**config.mk**
```make
export PLATFORM = sky130hd
export DESIGN_NAME = lhs_steer
export DESIGN_NICKNAME = d
export VERILOG_FILES = /design/src/rtl/lhs_pkg.sv /design/src/rtl/lhs_steer.sv
export SDC_FILE = /design/constraint.sdc
export NUM_CORES = 1
export LEC_CHECK = 0
export BUFFER_PORTS_ARGS = -buffer_cell sky130_fd_sc_hd__buf_2
export CORE_ASPECT_RATIO = 0.7
export CORE_MARGIN = 2
export CORE_UTILIZATION = 45
export DETAILED_ROUTE_END_ITERATION = 7
export PLACE_DENSITY = 0.68
export SYNTH_ARGS = -nofsm -noshare
export SYNTH_HDL_FRONTEND = slang
export SYNTH_SLANG_ARGS = --single-unit
```
**constraint.sdc**
```tcl
create_clock -name clk -period 7.4 [get_ports clk]
set_clock_uncertainty 0.2 [all_clocks]
set_input_delay 1.11 -clock clk [delete_from_list [all_inputs] [get_ports clk]]
set_output_delay 1.11 -clock clk [all_outputs]
set_load 0.005 [all_outputs]
```
**src/rtl/lhs_pkg.sv**
```systemverilog
`timescale 1ns / 1ps
// ----------------------------------------------------------------------------
// Lane histogram steering package
// Shared types, register indexes, reset values and the steering decision.
// ----------------------------------------------------------------------------
package lhs_pkg;

  localparam int MAX_WIDTH_DEF = 512;
  localparam int MAX_ROWS      = 512;
  localparam int COUNT_W       = 10;
  localparam int COL_W         = 9;
  localparam int SPAN_W        = 13;
  localparam int OFFSET_W      = 10;

  localparam logic [COUNT_W-1:0] COUNT_MAX = '1;

  localparam logic [9:0] FRAME_WIDTH_RST      = 10'd400;
  localparam logic [8:0] ROI_FIRST_ROW_RST    = 9'd140;
  localparam logic [8:0] ROI_LAST_ROW_RST     = 9'd239;
  localparam logic [9:0] LEFT_BAND_END_RST    = 10'd150;
  localparam logic [8:0] RIGHT_BAND_START_RST = 9'd250;
  localparam logic [8:0] FRAME_CENTER_RST     = 9'd178;

  localparam logic signed [OFFSET_W-1:0] STEER_NEAR  = 10'sd3;
  localparam logic signed [OFFSET_W-1:0] STEER_SMALL = 10'sd5;
  localparam logic signed [OFFSET_W-1:0] STEER_MID   = 10'sd10;
  localparam logic signed [OFFSET_W-1:0] STEER_FAR   = 10'sd20;

  typedef enum logic [2:0] {
    CFG_FRAME_WIDTH      = 3'd0,
    CFG_ROI_FIRST_ROW    = 3'd1,
    CFG_ROI_LAST_ROW     = 3'd2,
    CFG_LEFT_BAND_END    = 3'd3,
    CFG_RIGHT_BAND_START = 3'd4,
    CFG_FRAME_CENTER     = 3'd5
  } cfg_idx_t;

  typedef enum logic [2:0] {
    STEER_FORWARD = 3'd0,
    STEER_RIGHT_1 = 3'd1,
    STEER_RIGHT_2 = 3'd2,
    STEER_RIGHT_3 = 3'd3,
    STEER_LEFT_1  = 3'd4,
    STEER_LEFT_2  = 3'd5,
    STEER_LEFT_3  = 3'd6,
    STEER_NONE    = 3'd7
  } steer_t;

  typedef struct packed {
    logic [9:0] frame_width;
    logic [8:0] roi_first_row;
    logic [8:0] roi_last_row;
    logic [9:0] left_band_end;
    logic [8:0] right_band_start;
    logic [8:0] frame_center;
  } cfg_t;

  typedef struct packed {
    logic             valid;
    logic [COL_W-1:0] left;
    logic [COL_W-1:0] right;
  } lanes_t;

  typedef struct packed {
    steer_t                steer_code;
    logic [OFFSET_W-1:0]   center_offset;
    logic [COL_W-1:0]      lane_center;
    logic [COL_W-1:0]      right_lane_pos;
    logic [COL_W-1:0]      left_lane_pos;
  } result_t;

  function automatic steer_t steer_of(input logic signed [OFFSET_W-1:0] o);
    steer_t s;
    if (o > -STEER_NEAR && o < STEER_NEAR) begin
      s = STEER_FORWARD;
    end else if (o > STEER_SMALL && o < STEER_MID) begin
      s = STEER_RIGHT_1;
    end else if (o >= STEER_MID && o < STEER_FAR) begin
      s = STEER_RIGHT_2;
    end else if (o > STEER_FAR) begin
      s = STEER_RIGHT_3;
    end else if (o < STEER_SMALL && o > -STEER_MID) begin
      s = STEER_LEFT_1;
    end else if (o < -STEER_MID && o > -STEER_FAR) begin
      s = STEER_LEFT_2;
    end else if (o < -STEER_FAR) begin
      s = STEER_LEFT_3;
    end else begin
      s = STEER_NONE;
    end
    return s;
  endfunction

endpackage

```
**src/rtl/lhs_steer.sv**
```systemverilog
`timescale 1ns / 1ps
// ----------------------------------------------------------------------------
// Lane centre and steering output stage
// Forms the centre, offset and steering code and buffers up to two results.
// ----------------------------------------------------------------------------
module lhs_steer
  import lhs_pkg::*;
(
  input  logic             clk,
  input  logic             rst_n,
  input  lanes_t           lanes,
  input  logic [COL_W-1:0] frame_center,
  output logic             out_tvalid,
  input  logic             out_tready,
  output logic [39:0]      out_tdata,
  output logic [1:0]       used
);

  logic [OFFSET_W-1:0] diff, diff_adj, half, offset;
  logic [COL_W-1:0]    center;
  result_t             res;
  result_t             out_r, skid_r;
  logic                out_valid_r, skid_valid_r;
  logic                pop;

  always_comb begin
    diff     = {1'b0, lanes.right} - {1'b0, lanes.left};
    diff_adj = diff + OFFSET_W'(diff[OFFSET_W-1]);
    half     = {diff_adj[OFFSET_W-1], diff_adj[OFFSET_W-1:1]};
    center   = COL_W'(half + {1'b0, lanes.left});
    offset   = {1'b0, center} - {1'b0, frame_center};
    res.left_lane_pos  = lanes.left;
    res.right_lane_pos = lanes.right;
    res.lane_center    = center;
    res.center_offset  = offset;
    res.steer_code     = steer_of($signed(offset));
  end

  assign pop = out_valid_r && out_tready;

  always_ff @(posedge clk) begin
    if (!rst_n) begin
      out_valid_r  <= 1'b0;
      skid_valid_r <= 1'b0;
    end else if (pop || !out_valid_r) begin
      if (skid_valid_r) begin
        out_valid_r  <= 1'b1;
        skid_valid_r <= lanes.valid;
      end else begin
        out_valid_r  <= lanes.valid;
      end
    end else if (lanes.valid) begin
      skid_valid_r <= 1'b1;
    end
  end

  always_ff @(posedge clk) begin
    if (pop || !out_valid_r) begin
      out_r <= skid_valid_r ? skid_r : res;
    end
    if (lanes.valid && (skid_valid_r || (out_valid_r && !pop))) begin
      skid_r <= res;
    end
  end

  assign out_tvalid = out_valid_r;
  assign out_tdata  = out_r;
  assign used       = 2'(out_valid_r) + 2'(skid_valid_r);

`ifndef SYNTHESIS
  a_skid_behind_out: assert property (@(posedge clk) disable iff (!rst_n)
    skid_valid_r |-> out_valid_r)
    else $error("skid entry held without an output entry");

  a_no_overflow: assert property (@(posedge clk) disable iff (!rst_n)
    !(lanes.valid && skid_valid_r && !pop))
    else $error("result arrived with both output entries full");

  a_empty_after_reset: assert property (@(posedge clk)
    $past(!rst_n) |-> !out_valid_r && !skid_valid_r)
    else $error("output buffer not empty after reset");
`endif

endmodule

```
# == Word level (Yosys, flattened, before mapping) ==
# Index checks and enable logic that the tools add are counted.
# Widths: inputs -> output; s select.
# word_totals
in_bits,31
register_bits,82
# classes
order_cmp,12
n_mux,12
n_addsub,5
reduce_logical,13
# ops
operator,count
$mux 40,1
$gt 10x6->1 const B,2
$lt 10x5->1 const B,2
$lt 10x6->1 const B,2
$sub 9x9->10,2
$mux 3,4
$add 10x1->10,1
$ge 10x5->1 const B,1
$gt 10x3->1 const B,1
$gt 10x4->1 const B,1
$gt 10x5->1 const B,1
$lt 10x3->1 const B,1
$lt 10x4->1 const B,1
$add 9x9->9,1
$logic_and 1x1->1,8
$mux 1,5
$mux 2,2
$add 1x1->2,1
$logic_not 1->1,2
$logic_or 1x1->1,2
$reduce_bool 2->1,1

# == Logic depth before layout (Yosys ltp) ==
# Gate-level depths: netlist of run 1.
# logic_depth
depth_word,13
ltp_mapped,26

# == Worst setup path before layout of run 1 ==
# No wires, ideal clock.
# synth_timing
kind,input -> register
startpoint,input lanes[13] (netlist bit)
endpoint,"register out_r (netlist bit out_tdata[37]), data pin"
slack_ns,1.417
n_path_buf,1
stages,24
setup_ns,0.262
arrival_ns,5.521
path_cell_list,inv_1 -> ha_1 -> clkbuf_1 -> a21oi_1 -> a21oi_1 -> o2111ai_1 -> nand2_1 -> nor2_1 -> ha_1 -> xor2_1 -> inv_1 -> fa_1 -> nand3b_1 -> a31oi_1 -> nor2_1 -> xnor2_1 -> ha_1 -> or4_1 -> o21ai_1 -> xnor2_1 -> inv_2 -> a2111oi_2 -> o32ai_1 -> mux2_1
# synth_rtl
item,line_no,rtl
from (decl),lhs_steer.sv:11,"input lanes_t lanes,"
to (signal assigned),lhs_steer.sv:59,out_r <= skid_valid_r ? skid_r : res;
to (decl),lhs_steer.sv:22,"result_t out_r, skid_r;"

# == Worst setup path in the final report of run 1 ==
# layout_timing
startpoint,input lanes[11] (netlist bit)
endpoint,"register out_r (netlist bit out_tdata[38]), data pin"
# layout_via
elab_chain_len,13
elab_cells_between_ends,27
# layout_lines
item,line_no,rtl
$sub 9x9->10,lhs_steer.sv:27,"diff = {1'b0, lanes.right} - {1'b0, lanes.left};"
$add 10x1->10,lhs_steer.sv:28,diff_adj = diff + OFFSET_W'(diff[OFFSET_W-1]);
$add 9x9->9 (*),lhs_steer.sv:30,"center = COL_W'(half + {1'b0, lanes.left});"
via center[6],lhs_steer.sv:20,logic [COL_W-1:0] center;
$sub 9x9->10 (*),lhs_steer.sv:31,"offset = {1'b0, center} - {1'b0, frame_center};"
via offset[7],lhs_steer.sv:19,"logic [OFFSET_W-1:0] diff, diff_adj, half, offset;"
$lt 10x5->1 or $gt 10x6->1 (tied branches),lhs_pkg.sv:84,end else if (o < -STEER_MID && o > -STEER_FAR) begin
$logic_and 1x1->1,lhs_pkg.sv:84,
$mux 2,lhs_pkg.sv:84,
$mux 2,lhs_pkg.sv:82,end else if (o < STEER_SMALL && o > -STEER_MID) begin
$mux 3,lhs_pkg.sv:80,end else if (o > STEER_FAR) begin
$mux 3,lhs_pkg.sv:78,end else if (o >= STEER_MID && o < STEER_FAR) begin
$mux 3,lhs_pkg.sv:76,end else if (o > STEER_SMALL && o < STEER_MID) begin
$mux 3 (*),lhs_pkg.sv:74,if (o > -STEER_NEAR && o < STEER_NEAR) begin
$mux 40 (*),lhs_steer.sv:59,
# The timed path passes the listed nets; every way through them passes the cells marked *.
# A chain may end at the register's enable or synchronous reset.

==> results of run 1 <==
[cell type report]
class                   count  area (um2)
multi-input cells         254        1910
clock inverters             3        40.0
repair buffers             75         380
flip-flops and latches     82        2440
well taps                 128         160
inverters                  35         131
clock buffers              13         250
fillers                   839        4410
[cells in the mapped netlist, types with 2 or more instances]
cell,count
sky130_fd_sc_hd__a2111oi_0,2
sky130_fd_sc_hd__a21o_1,8
sky130_fd_sc_hd__a21oi_1,12
sky130_fd_sc_hd__a221oi_2,2
sky130_fd_sc_hd__a22oi_1,2
sky130_fd_sc_hd__a31oi_1,4
sky130_fd_sc_hd__clkbuf_1,8
sky130_fd_sc_hd__dfxtp_1,2
sky130_fd_sc_hd__edfxtp_1,80
sky130_fd_sc_hd__fa_1,3
sky130_fd_sc_hd__ha_1,29
sky130_fd_sc_hd__inv_1,33
sky130_fd_sc_hd__inv_2,2
sky130_fd_sc_hd__mux2_2,20
sky130_fd_sc_hd__nand2_1,30
sky130_fd_sc_hd__nand2b_1,2
sky130_fd_sc_hd__nand3_1,5
sky130_fd_sc_hd__nand3b_1,2
sky130_fd_sc_hd__nand4bb_1,2
sky130_fd_sc_hd__nor2_1,24
sky130_fd_sc_hd__nor2b_1,7
sky130_fd_sc_hd__nor3_1,8
sky130_fd_sc_hd__o2111ai_1,3
sky130_fd_sc_hd__o21a_1,6
sky130_fd_sc_hd__o21ai_0,26
sky130_fd_sc_hd__o21ai_1,2
sky130_fd_sc_hd__o22ai_1,4
sky130_fd_sc_hd__o31a_1,3
sky130_fd_sc_hd__o31ai_1,3
sky130_fd_sc_hd__o32ai_1,2
sky130_fd_sc_hd__or4_1,2
sky130_fd_sc_hd__or4b_1,2
sky130_fd_sc_hd__xnor2_1,17
sky130_fd_sc_hd__xor2_1,6
[power groups by stage]
stage	clock (mW)	sequential [mW]	combinational, mW
after floorplan	0	0.700	0.593
after global placement	0	0.688	0.807
after detailed placement	0	0.689	0.819
after CTS	0.453	0.682	0.828
after global routing	0.471	0.689	0.928
final	0.443	0.680	0.827
[flip-flops by register name, indices dropped and copies added (netlist names)]
name          cells
skid_valid_r      1
out_tvalid        1
out_tdata        40
skid_r           40
[metrics by stage]
stage | std cells | total power [mW] | instance area, um2
floorplan | 381 | 1.29 | 4520
global placement | 574 | 1.50 | 5020
detailed placement | 574 | 1.51 | 5020
CTS | 590 | 1.96 | 5310
global route | 590 | 2.09 | 5310
finish | 590 | 1.95 | 5310
[cell families after synthesis]
group,after synthesis,synth area share [%]
mux,22,5.45
simple gates,90,9.79
xor+xnor,23,4.45
compound gates,87,13.1
buf+inv,45,3.90
flops,82,54.0
fa+ha+maj,32,9.35
[worst reg2reg max path, delay by kind of cell, from the launching register on]
kind	cells	cell delay, ns
flip-flops	1	0.32
AO/OA/AOI/OAI	1	0.96
buffers and inverters	1	0.52
[final timing paths]
kind,end,startpoint,depth (start not counted)
setup / recovery,out_tdata[38],lanes[11],24
hold / removal,out_tdata[28],skid_r[28],2
setup reg to reg,skid_r[6],skid_valid_r,2
hold reg to reg,out_tdata[28],skid_r[28],2
[routing by layer]
metal	vias to the layer above	global-route usage, %	share of wire [%]
li1	1574	-	-
met1	1476	26.3	52
met2	85	25.4	42
met3	10	4.23	5.3
met4	0	5.58	1.4
met5	-	0	0
==> flow_summary.yaml, run 1 <==
run_status:
  outcome: "completed"
global_routing:
  wire_length_of_the_first_global_routing_pass_um: 14700
  number_of_antenna_violations_at_the_first_check_in_global_routing: 0
  grt_max_degree: 63
  grt.total_usage_pct: 17.7
  grt_pass1_vias: 2893
  grt-ovfl-total: 0
yosys:
  synth_area_per_cell_um2: 11.9
  yosysTopAreaCell: "sky130_fd_sc_hd__edfxtp_1"
  number_of_synthesis_warnings: 0
  synth.yosys.seq_area_share_pct: 54.0
  synth-async-reset-ratio_pct: 0
  yosys-top-cells-area: "sky130_fd_sc_hd__edfxtp_1, sky130_fd_sc_hd__ha_1, sky130_fd_sc_hd__mux2_2, sky130_fd_sc_hd__xnor2_1, sky130_fd_sc_hd__o21ai_0"
  synthFlopType: "sky130_fd_sc_hd__edfxtp_1"
  count_of_flip_flops_with_a_built_in_enable_after_synthesis: 80
  postSynthRegisterBits: 82
  synth_fp_nets: 444
  synth.distinct_cells: 52
  number_of_standard_cells_after_synthesis: 381
  netlist_area_mm2: 0.00452
  synth_largest_type_area_fraction_pct: 53.1
worst_setup_path:
  critical-path-top-cell-by-count: "sky130_fd_sc_hd__ha_1"
  cp-end-kind: "flip-flop"
  critical_path_at_ns: 6.37
  buf_inv_stages_crit_path: 4
  worst_path_largest_cell_delay_ns: 0.54
  cp_data_required_time_ns: 7.26
  reg2reg_slack_ns: 4.98
  timing.critical_path.fanout_max: 4
  crit_path_cells: "buf_2 > inv_1 > ha_1 > o21ai_1 > a21oi_1 > o2111ai_1 > nand2_1 > nor2_1 > ha_1 > xor2_1 > inv_1 > fa_1 > nand3b_1 > a31oi_1 > nor2_1 > xnor2_1 > ha_1 > or4_1 > o21ai_1 > xnor2_1 > inv_2 > nor3_1 > nor4b_1 > o31ai_1"
  cp_slowest_cell: "sky130_fd_sc_hd__or4_1"
  critical_path_class: "input port to flip-flop"
  critPathLaunchType: "input port"
  crit_family: "simple AND/OR/NAND/NOR gates"
clock_tree:
  cts_buffer_depth: 2
  clk-insertion-delay-late_ns: 0.34
  cts_tree: "done"
  number_of_gates_resized_after_cts: 0
  total_cts_buffers: 9
  post_cts_buffers: 0
  clk_transition_reported_paths_ns: 0.06
  clock_tree.htree_level_count: 3
  cts-hold-fix-buffers: 0
  clock_sink_count: 82
  root_buffer: "sky130_fd_sc_hd__clkbuf_16"
pwr:
  internal_power_mw: 1.27
  share_seq_of_total_power_pct: 34.9
  cellLeakagePower_nw: 2.13
  worst_ir_drop_vdd_mv: 0.139
  p_sw_share_pct: 34.9
  power.net_switching_mw: 0.680
  combinationalPowerShare_pct: 42.4
  power_per_cell_area_mw_per_mm2: 367
  clock_power_share_pct: 22.7
floorplan:
  initial_core_util_pct: 46.5
  core_area_mm2: 0.00972
  die_area_mm2: 0.0109
  die-width_um: 124
  boundaryPins: 74
  die_height_um: 87.9
  row_count: 30
place:
  routabilityCongestion: 0.835
  dp.final_hpwl_um: 6430
  place.port_buffers: 73
  place_worst_setup_slack_ns: 0.585
job:
  drv.max_cap_violation_count: 0
sta:
  grt_setup_unrepaired: "no"
  max_freq_ghz: 0.154
  layout_min_cycle_time_ns: 6.51
  whs_ns: 0.328
  hold_viol_final: 0
  setup_viol: 0
  fin_ws_ns: 0.895
  fin_tns_setup_ns: 0
  min_period_over_period_pct: 87.9
  timing_worst_slew_pin_value_ns: 1.05
  slew_violations: 0
  slew_headroom_pct: 30.0
detailed_routing:
  via_count: 3145
  detailedRoute.firstIterationViolations: 246
  routed_via_density: 5.33
  drt_wl_total_um: 9200
  drcViolationCount: 0
  detailed_routing_iterations_pass_1: 6
  wire_per_inst_um: 15.6
  postRouteAntennaNets: 0
final_layout:
  mostFrequentLayoutCell: "sky130_fd_sc_hd__edfxtp_1"
  post-route-util_pct: 54.6
  antenna-diode-count: 0
  post_route_cells_drive_above_1_share_pct: 25.5
  layout.cells.most_common_list: "sky130_fd_sc_hd__edfxtp_1, sky130_fd_sc_hd__buf_2, sky130_fd_sc_hd__inv_1, sky130_fd_sc_hd__nand2_1, sky130_fd_sc_hd__ha_1"
  fin_nets: 520
  syn_to_final_growth_pct: 17.4
worst_hold_path:
  timing.hold.worst.class: "flip-flop to flip-flop"
(Power assumes the default switching activity.)
==> run 2, diff against run 1 <==
RECOVER_POWER = 50   (was default)
==> flow_summary.yaml, run 2 (synthesis gave the netlist of run 1 again) <==
clock_tree:
  total_cts_buffers: 9
  clock_sink_count: 82
  post_cts_buffers: 0
  cts-hold-fix-buffers: 0
  clk_transition_reported_paths_ns: 0.06
  root_buffer: "sky130_fd_sc_hd__clkbuf_16"
  cts_tree: "done"
  clock_tree.htree_level_count: 3
  clk-insertion-delay-late_ns: 0.34
  cts_buffer_depth: 2
  number_of_gates_resized_after_cts: 0
final_layout:
  post-route-cell-area_mm2: 0.00527
  multi_input_comb_area_mm2: 0.00191
  n_fill_cell: 857
  mostFrequentLayoutCell: "sky130_fd_sc_hd__edfxtp_1"
  seq_area_mm2: 0.00244
  antenna-diode-count: 0
  layout.cells.most_common_list: "sky130_fd_sc_hd__edfxtp_1, sky130_fd_sc_hd__buf_2, sky130_fd_sc_hd__inv_1, sky130_fd_sc_hd__clkbuf_1, sky130_fd_sc_hd__nand2_1"
  post_route_cells_drive_above_1_share_pct: 18.8
  fin_nets: 520
  syn_to_final_growth_pct: 16.5
pwr:
  share_seq_of_total_power_pct: 34.9
  cellLeakagePower_nw: 2.05
  p_sw_share_pct: 35.0
  internal_power_mw: 1.27
  power_mw: 1.95
  worst_ir_drop_vdd_mv: 0.139
  power.net_switching_mw: 0.684
  combinationalPowerShare_pct: 42.4
  clock_power_share_pct: 22.7
  power_per_cell_area_mw_per_mm2: 370
worst_setup_path:
  cp_slowest_cell: "sky130_fd_sc_hd__fa_1"
  critPathLaunchType: "input port"
  regToRegEndpoint: "skid_r[15]"
  critical_path_class: "input port to flip-flop"
  worst_path_largest_cell_delay_ns: 0.43
  cp_data_required_time_ns: 7.19
  crit_path_cells: "clkbuf_1 > inv_1 > ha_1 > o21ai_1 > a21oi_1 > o2111ai_1 > nand2_1 > nor2_1 > ha_1 > xor2_1 > inv_1 > fa_1 > nand3b_1 > a31oi_1 > nor2_1 > xnor2_1 > ha_1 > or3_1 > o32ai_1 > o2111ai_1 > nor3_1 > nor4b_1 > o31ai_1"
  reg2reg_slack_ns: 3.40
  r2r_start: "skid_valid_r"
  critical-path-top-cell-by-count: "sky130_fd_sc_hd__ha_1"
  worst_r2r_path_depth: 2
  timing.critical_path.fanout_max: 6
  critical_path_at_ns: 6.45
  cp-end-kind: "flip-flop"
floorplan:
  die_height_um: 87.9
  die-width_um: 124
  row_count: 30
  boundaryPins: 74
  die_area_mm2: 0.0109
  initial_core_util_pct: 46.5
  core_area_mm2: 0.00972
run_status:
  failed_checks: "capacitance limit, slew limit"
  outcome: "finished, violations left"
detailed_routing:
  drcViolationCount: 0
  drt_wl_total_um: 9230
  postRouteAntennaNets: 0
  wire_per_inst_um: 15.6
  detailedRoute.firstIterationViolations: 249
  via_count: 3158
  routed_via_density: 5.35
  detailed_routing_iterations_pass_1: 5
global_routing:
  number_of_antenna_violations_at_the_first_check_in_global_routing: 0
  grt_max_degree: 63
  wire_length_of_the_first_global_routing_pass_um: 14700
  grt-ovfl-total: 0
  grt.total_usage_pct: 17.7
  grt_pass1_vias: 2893
sta:
  grt_setup_unrepaired: "no"
  whs_ns: 0.327
  slew_headroom_pct: -81.9
  hold_viol_final: 0
  layout_min_cycle_time_ns: 6.67
  slew_violations: 104
  max_freq_ghz: 0.150
  min_period_over_period_pct: 90.1
  fin_tns_setup_ns: 0
  timing_worst_slew_pin_value_ns: 2.73
  setup_viol: 0
worst_hold_path:
  endpoint_of_the_worst_hold_path: "out_tdata[28]"
  timing.hold.worst.class: "flip-flop to flip-flop"
  number_of_cells_on_the_worst_hold_path: 2
  worstHoldStart: "skid_r[28]"
job:
  drv.max_cap_violation_count: 2
place:
  routabilityCongestion: 0.835
  place_area_mm2: 0.00502
  dp.final_hpwl_um: 6430
  place.port_buffers: 73
## run 2: through the flow
| step | utilization (%) | setup slack, ns | cells |
|---|---|---|---|
| global route | 54.2 | 0.193 | 590 |
| floorplan | - | 1.42 | 381 |
| CTS | 54.6 | 0.919 | 590 |
| detailed placement | 51.7 | 0.585 | 574 |
| finish | 54.2 | 0.733 | 590 |
| global placement | 51.7 | 0.688 | 574 |
## run 2: how the worst max path moves through the flow
stage,startpoint,to
floorplan,lanes[13],out_tdata[37]
global placement,lanes[11],out_tdata[37]
detailed placement,lanes[11],out_tdata[38]
CTS,lanes[11],out_tdata[38]
global route,lanes[12],out_tdata[38]
finish,lanes[11],out_tdata[38]
## run 2: per-layer routing
layer  global-route usage, %  wire [um]  vias to the layer above  part of all wire [%]
met2                    25.4       3900                       88                    42
met3                    4.23        472                       10                   5.1
met4                    5.58        126                        0                   1.4
li1                        -          -                     1572                     -
met5                       0          0                        -                     0
met1                    26.3       4730                     1488                    51
## run 2: cell type report
cell class	count	share of cell area, %
tap	128	3.04
timing repair buffer	75	6.41
sequential	82	46.4
clock inverter	3	0.760
inverter	35	2.49
clock buffer	13	4.75
multi-input combinational	254	36.2
## run 2: worst max-delay path: cells and delay by family
kind / cells / cell delay [ns]
buffers and inverters: 3 / 0.34
adder cells (fa/ha/maj): 4 / 1.36
AND/OR/NAND/NOR: 7 / 1.66
XOR/XNOR: 2 / 0.56
AO/OA/AOI/OAI: 7 / 1.43
## run 2: power groups by stage
stage / clock network [mW] / registers, mW / logic (mW)
3_3_place_gp: 0 / 0.688 / 0.807
6_report: 0.443 / 0.682 / 0.826
4_1_cts: 0.453 / 0.682 / 0.828
2_1_floorplan: 0 / 0.700 / 0.593
3_5_place_dp: 0 / 0.689 / 0.819
5_1_grt: 0.471 / 0.691 / 0.924
==> run 3, diff against run 2 <==
ABC_AREA = 1   (was default)
PLACE_DENSITY = 0.67   (was 0.68)
==> flow_summary.yaml, run 3 <==
job:
  drv.max_cap_violation_count: 2
floorplan:
  die-width_um: 130
  row_count: 32
  boundaryPins: 74
  die_height_um: 92
  core_area_mm2: 0.0109
  initial_core_util_pct: 45.7
  die_area_mm2: 0.0119
sta:
  slew_violations: 111
  fin_tns_setup_ns: 0
  timing_worst_slew_pin_value_ns: 2.76
  min_period_over_period_pct: 85.8
  max_freq_ghz: 0.157
  hold_viol_final: 0
  setup_viol: 0
  slew_headroom_pct: -84.2
  layout_min_cycle_time_ns: 6.35
  fin_ws_ns: 1.05
  grt_setup_unrepaired: "no"
place:
  place_area_mm2: 0.00553
  place.port_buffers: 73
  dp.final_hpwl_um: 8470
  place_worst_setup_slack_ns: 0.901
  routabilityCongestion: 0.859
worst_setup_path:
  regToRegEndpoint: "skid_valid_r"
  critical_path_at_ns: 6.25
  critical_path_class: "input port to flip-flop"
  timing.critical_path.fanout_max: 8
  reg2reg_slack_ns: 3.64
  worst_setup_path_endpoint: "skid_r[38]"
  critPathLaunchType: "input port"
  r2r_start: "out_tvalid"
  cp_slowest_cell: "sky130_fd_sc_hd__ha_1"
  worst_path_largest_cell_delay_ns: 0.36
  cp_data_required_time_ns: 7.30
  cp-end-kind: "flip-flop"
  critical-path-top-cell-by-count: "sky130_fd_sc_hd__nand2_1"
  worst_r2r_path_depth: 8
  critical_path.startpoint: "lanes[11]"
final_layout:
  fin_nets: 705
  post-route-cell-area_mm2: 0.00576
  syn_to_final_growth_pct: 15.8
  layout.cells.most_common_list: "sky130_fd_sc_hd__nand2_1, sky130_fd_sc_hd__inv_1, sky130_fd_sc_hd__edfxtp_1, sky130_fd_sc_hd__buf_2, sky130_fd_sc_hd__clkbuf_1"
  antenna-diode-count: 0
  mostFrequentLayoutCell: "sky130_fd_sc_hd__nand2_1"
  post_route_cells_drive_above_1_share_pct: 16.4
worst_hold_path:
  timing.hold.worst.class: "flip-flop to flip-flop"
detailed_routing:
  drt_wl_total_um: 11500
  detailedRoute.firstIterationViolations: 221
  drcViolationCount: 0
  routed_via_density: 4.91
  postRouteAntennaNets: 0
  detailed_routing_iterations_pass_1: 4
  via_count: 3931
  wire_per_inst_um: 14.4
global_routing:
  grt-ovfl-total: 0
  grt_max_degree: 68
  grt.total_usage_pct: 20.8
  number_of_antenna_violations_at_the_first_check_in_global_routing: 0
  grt_pass1_vias: 3862
  wire_length_of_the_first_global_routing_pass_um: 19200
yosys:
  yosysTopAreaCell: "sky130_fd_sc_hd__edfxtp_1"
  netlist_top_cells_count: "sky130_fd_sc_hd__nand2_1, sky130_fd_sc_hd__inv_1, sky130_fd_sc_hd__edfxtp_1"
  postSynthRegisterBits: 82
  number_of_standard_cells_after_synthesis: 564
  count_of_flip_flops_with_a_built_in_enable_after_synthesis: 80
  synth_fp_nets: 627
  synth.yosys.seq_area_share_pct: 49.1
  synth.distinct_cells: 33
  synth_area_per_cell_um2: 8.83
  netlist_area_mm2: 0.00498
  synth-async-reset-ratio_pct: 0
  yosys-top-cells-area: "sky130_fd_sc_hd__edfxtp_1, sky130_fd_sc_hd__nand2_1, sky130_fd_sc_hd__ha_1, sky130_fd_sc_hd__inv_1, sky130_fd_sc_hd__nand3_1"
  most_repeated_cell_in_the_gate_level_netlist_after_synthesis: "sky130_fd_sc_hd__nand2_1"
  synth_largest_type_area_fraction_pct: 48.3
  number_of_synthesis_warnings: 0
  synthFlopType: "sky130_fd_sc_hd__edfxtp_1"
clock_tree:
  root_buffer: "sky130_fd_sc_hd__clkbuf_16"
  number_of_gates_resized_after_cts: 0
  post_cts_buffers: 0
  total_cts_buffers: 9
  clk-insertion-delay-late_ns: 0.34
  clock_sink_count: 82
  cts_buffer_depth: 2
  cts_tree: "done"
  cts-hold-fix-buffers: 0
  clock_tree.htree_level_count: 3
  clk_transition_reported_paths_ns: 0.06
pwr:
  power_mw: 2.13
  cellLeakagePower_nw: 2.65
  worst_ir_drop_vdd_mv: 0.207
  power_per_cell_area_mw_per_mm2: 369
run_status:
  failed_checks: "capacitance limit, slew limit"
  outcome: "finished, violations left"
-- run 3: through the flow --
step | utilization, % | instances | hold slack (ns)
final | 52.9 | 800 | 0.315
after global routing | 52.9 | 800 | 0.342
after CTS | 53.3 | 800 | 0.316
after detailed placement | 50.8 | 784 | 0.301
after global placement | 50.8 | 784 | 0.302
after floorplan | - | 564 | 0.291
-- run 3: cells by family (layout without fill, tap and decap cells) --
family | after synthesis | after routing | share of synthesized area (%)
flops | 82 | 82 | 49.1
simple gates | 280 | 280 | 25.8
fa+ha+maj | 32 | 32 | 8.49
xor+xnor | 17 | 17 | 3.14
buf+inv | 101 | 184 | 7.77
compound gates | 52 | 52 | 5.73
-- run 3: power by group --
group	switching, mW	internal, mW	total, mW
clock network	0.195	0.231	0.426
logic	0.686	0.340	1.03
registers	0.0206	0.655	0.675
-- run 3: worst min path at each step --
| stage | depth (start not counted) | endpoint | startpoint |
|---|---|---|---|
| after floorplan | 2 | out_tdata[38] | skid_r[38] |
| after global placement | 2 | out_tdata[11] | skid_r[11] |
| after detailed placement | 2 | out_tdata[11] | skid_r[11] |
| after CTS | 2 | out_tdata[11] | skid_r[11] |
| after global routing | 2 | out_tdata[37] | skid_r[37] |
| final | 2 | out_tdata[11] | skid_r[11] |
-- run 3: area by class of cell --
cell class                      count  area [um2]
Clock buffer                       10         229
Timing Repair Buffer               76         345
Multi-Input combinational cell    381        2160
Clock inverter                      6        48.8
Sequential cell                    82        2440
Fill cell                        1055        5130
Inverter                           92         345
Tap cell                          153         191
-- run 3: metal layers --
metal / vias up / track usage [%] / wire length [um]
met3: 11 / 4.03 / 526
met2: 97 / 30.8 / 4760
met5: - / 0 / 0
met4: 0 / 4.75 / 110
li1: 1998 / - / -
met1: 1825 / 31.4 / 6130
-- run 3: critical path: cells and delay by family --
family	cells	cell delay [ns]
compound gates	3	0.67
buf+inv	10	0.83
xor+xnor	1	0.15
fa+ha+maj	4	1.15
simple gates	25	2.34
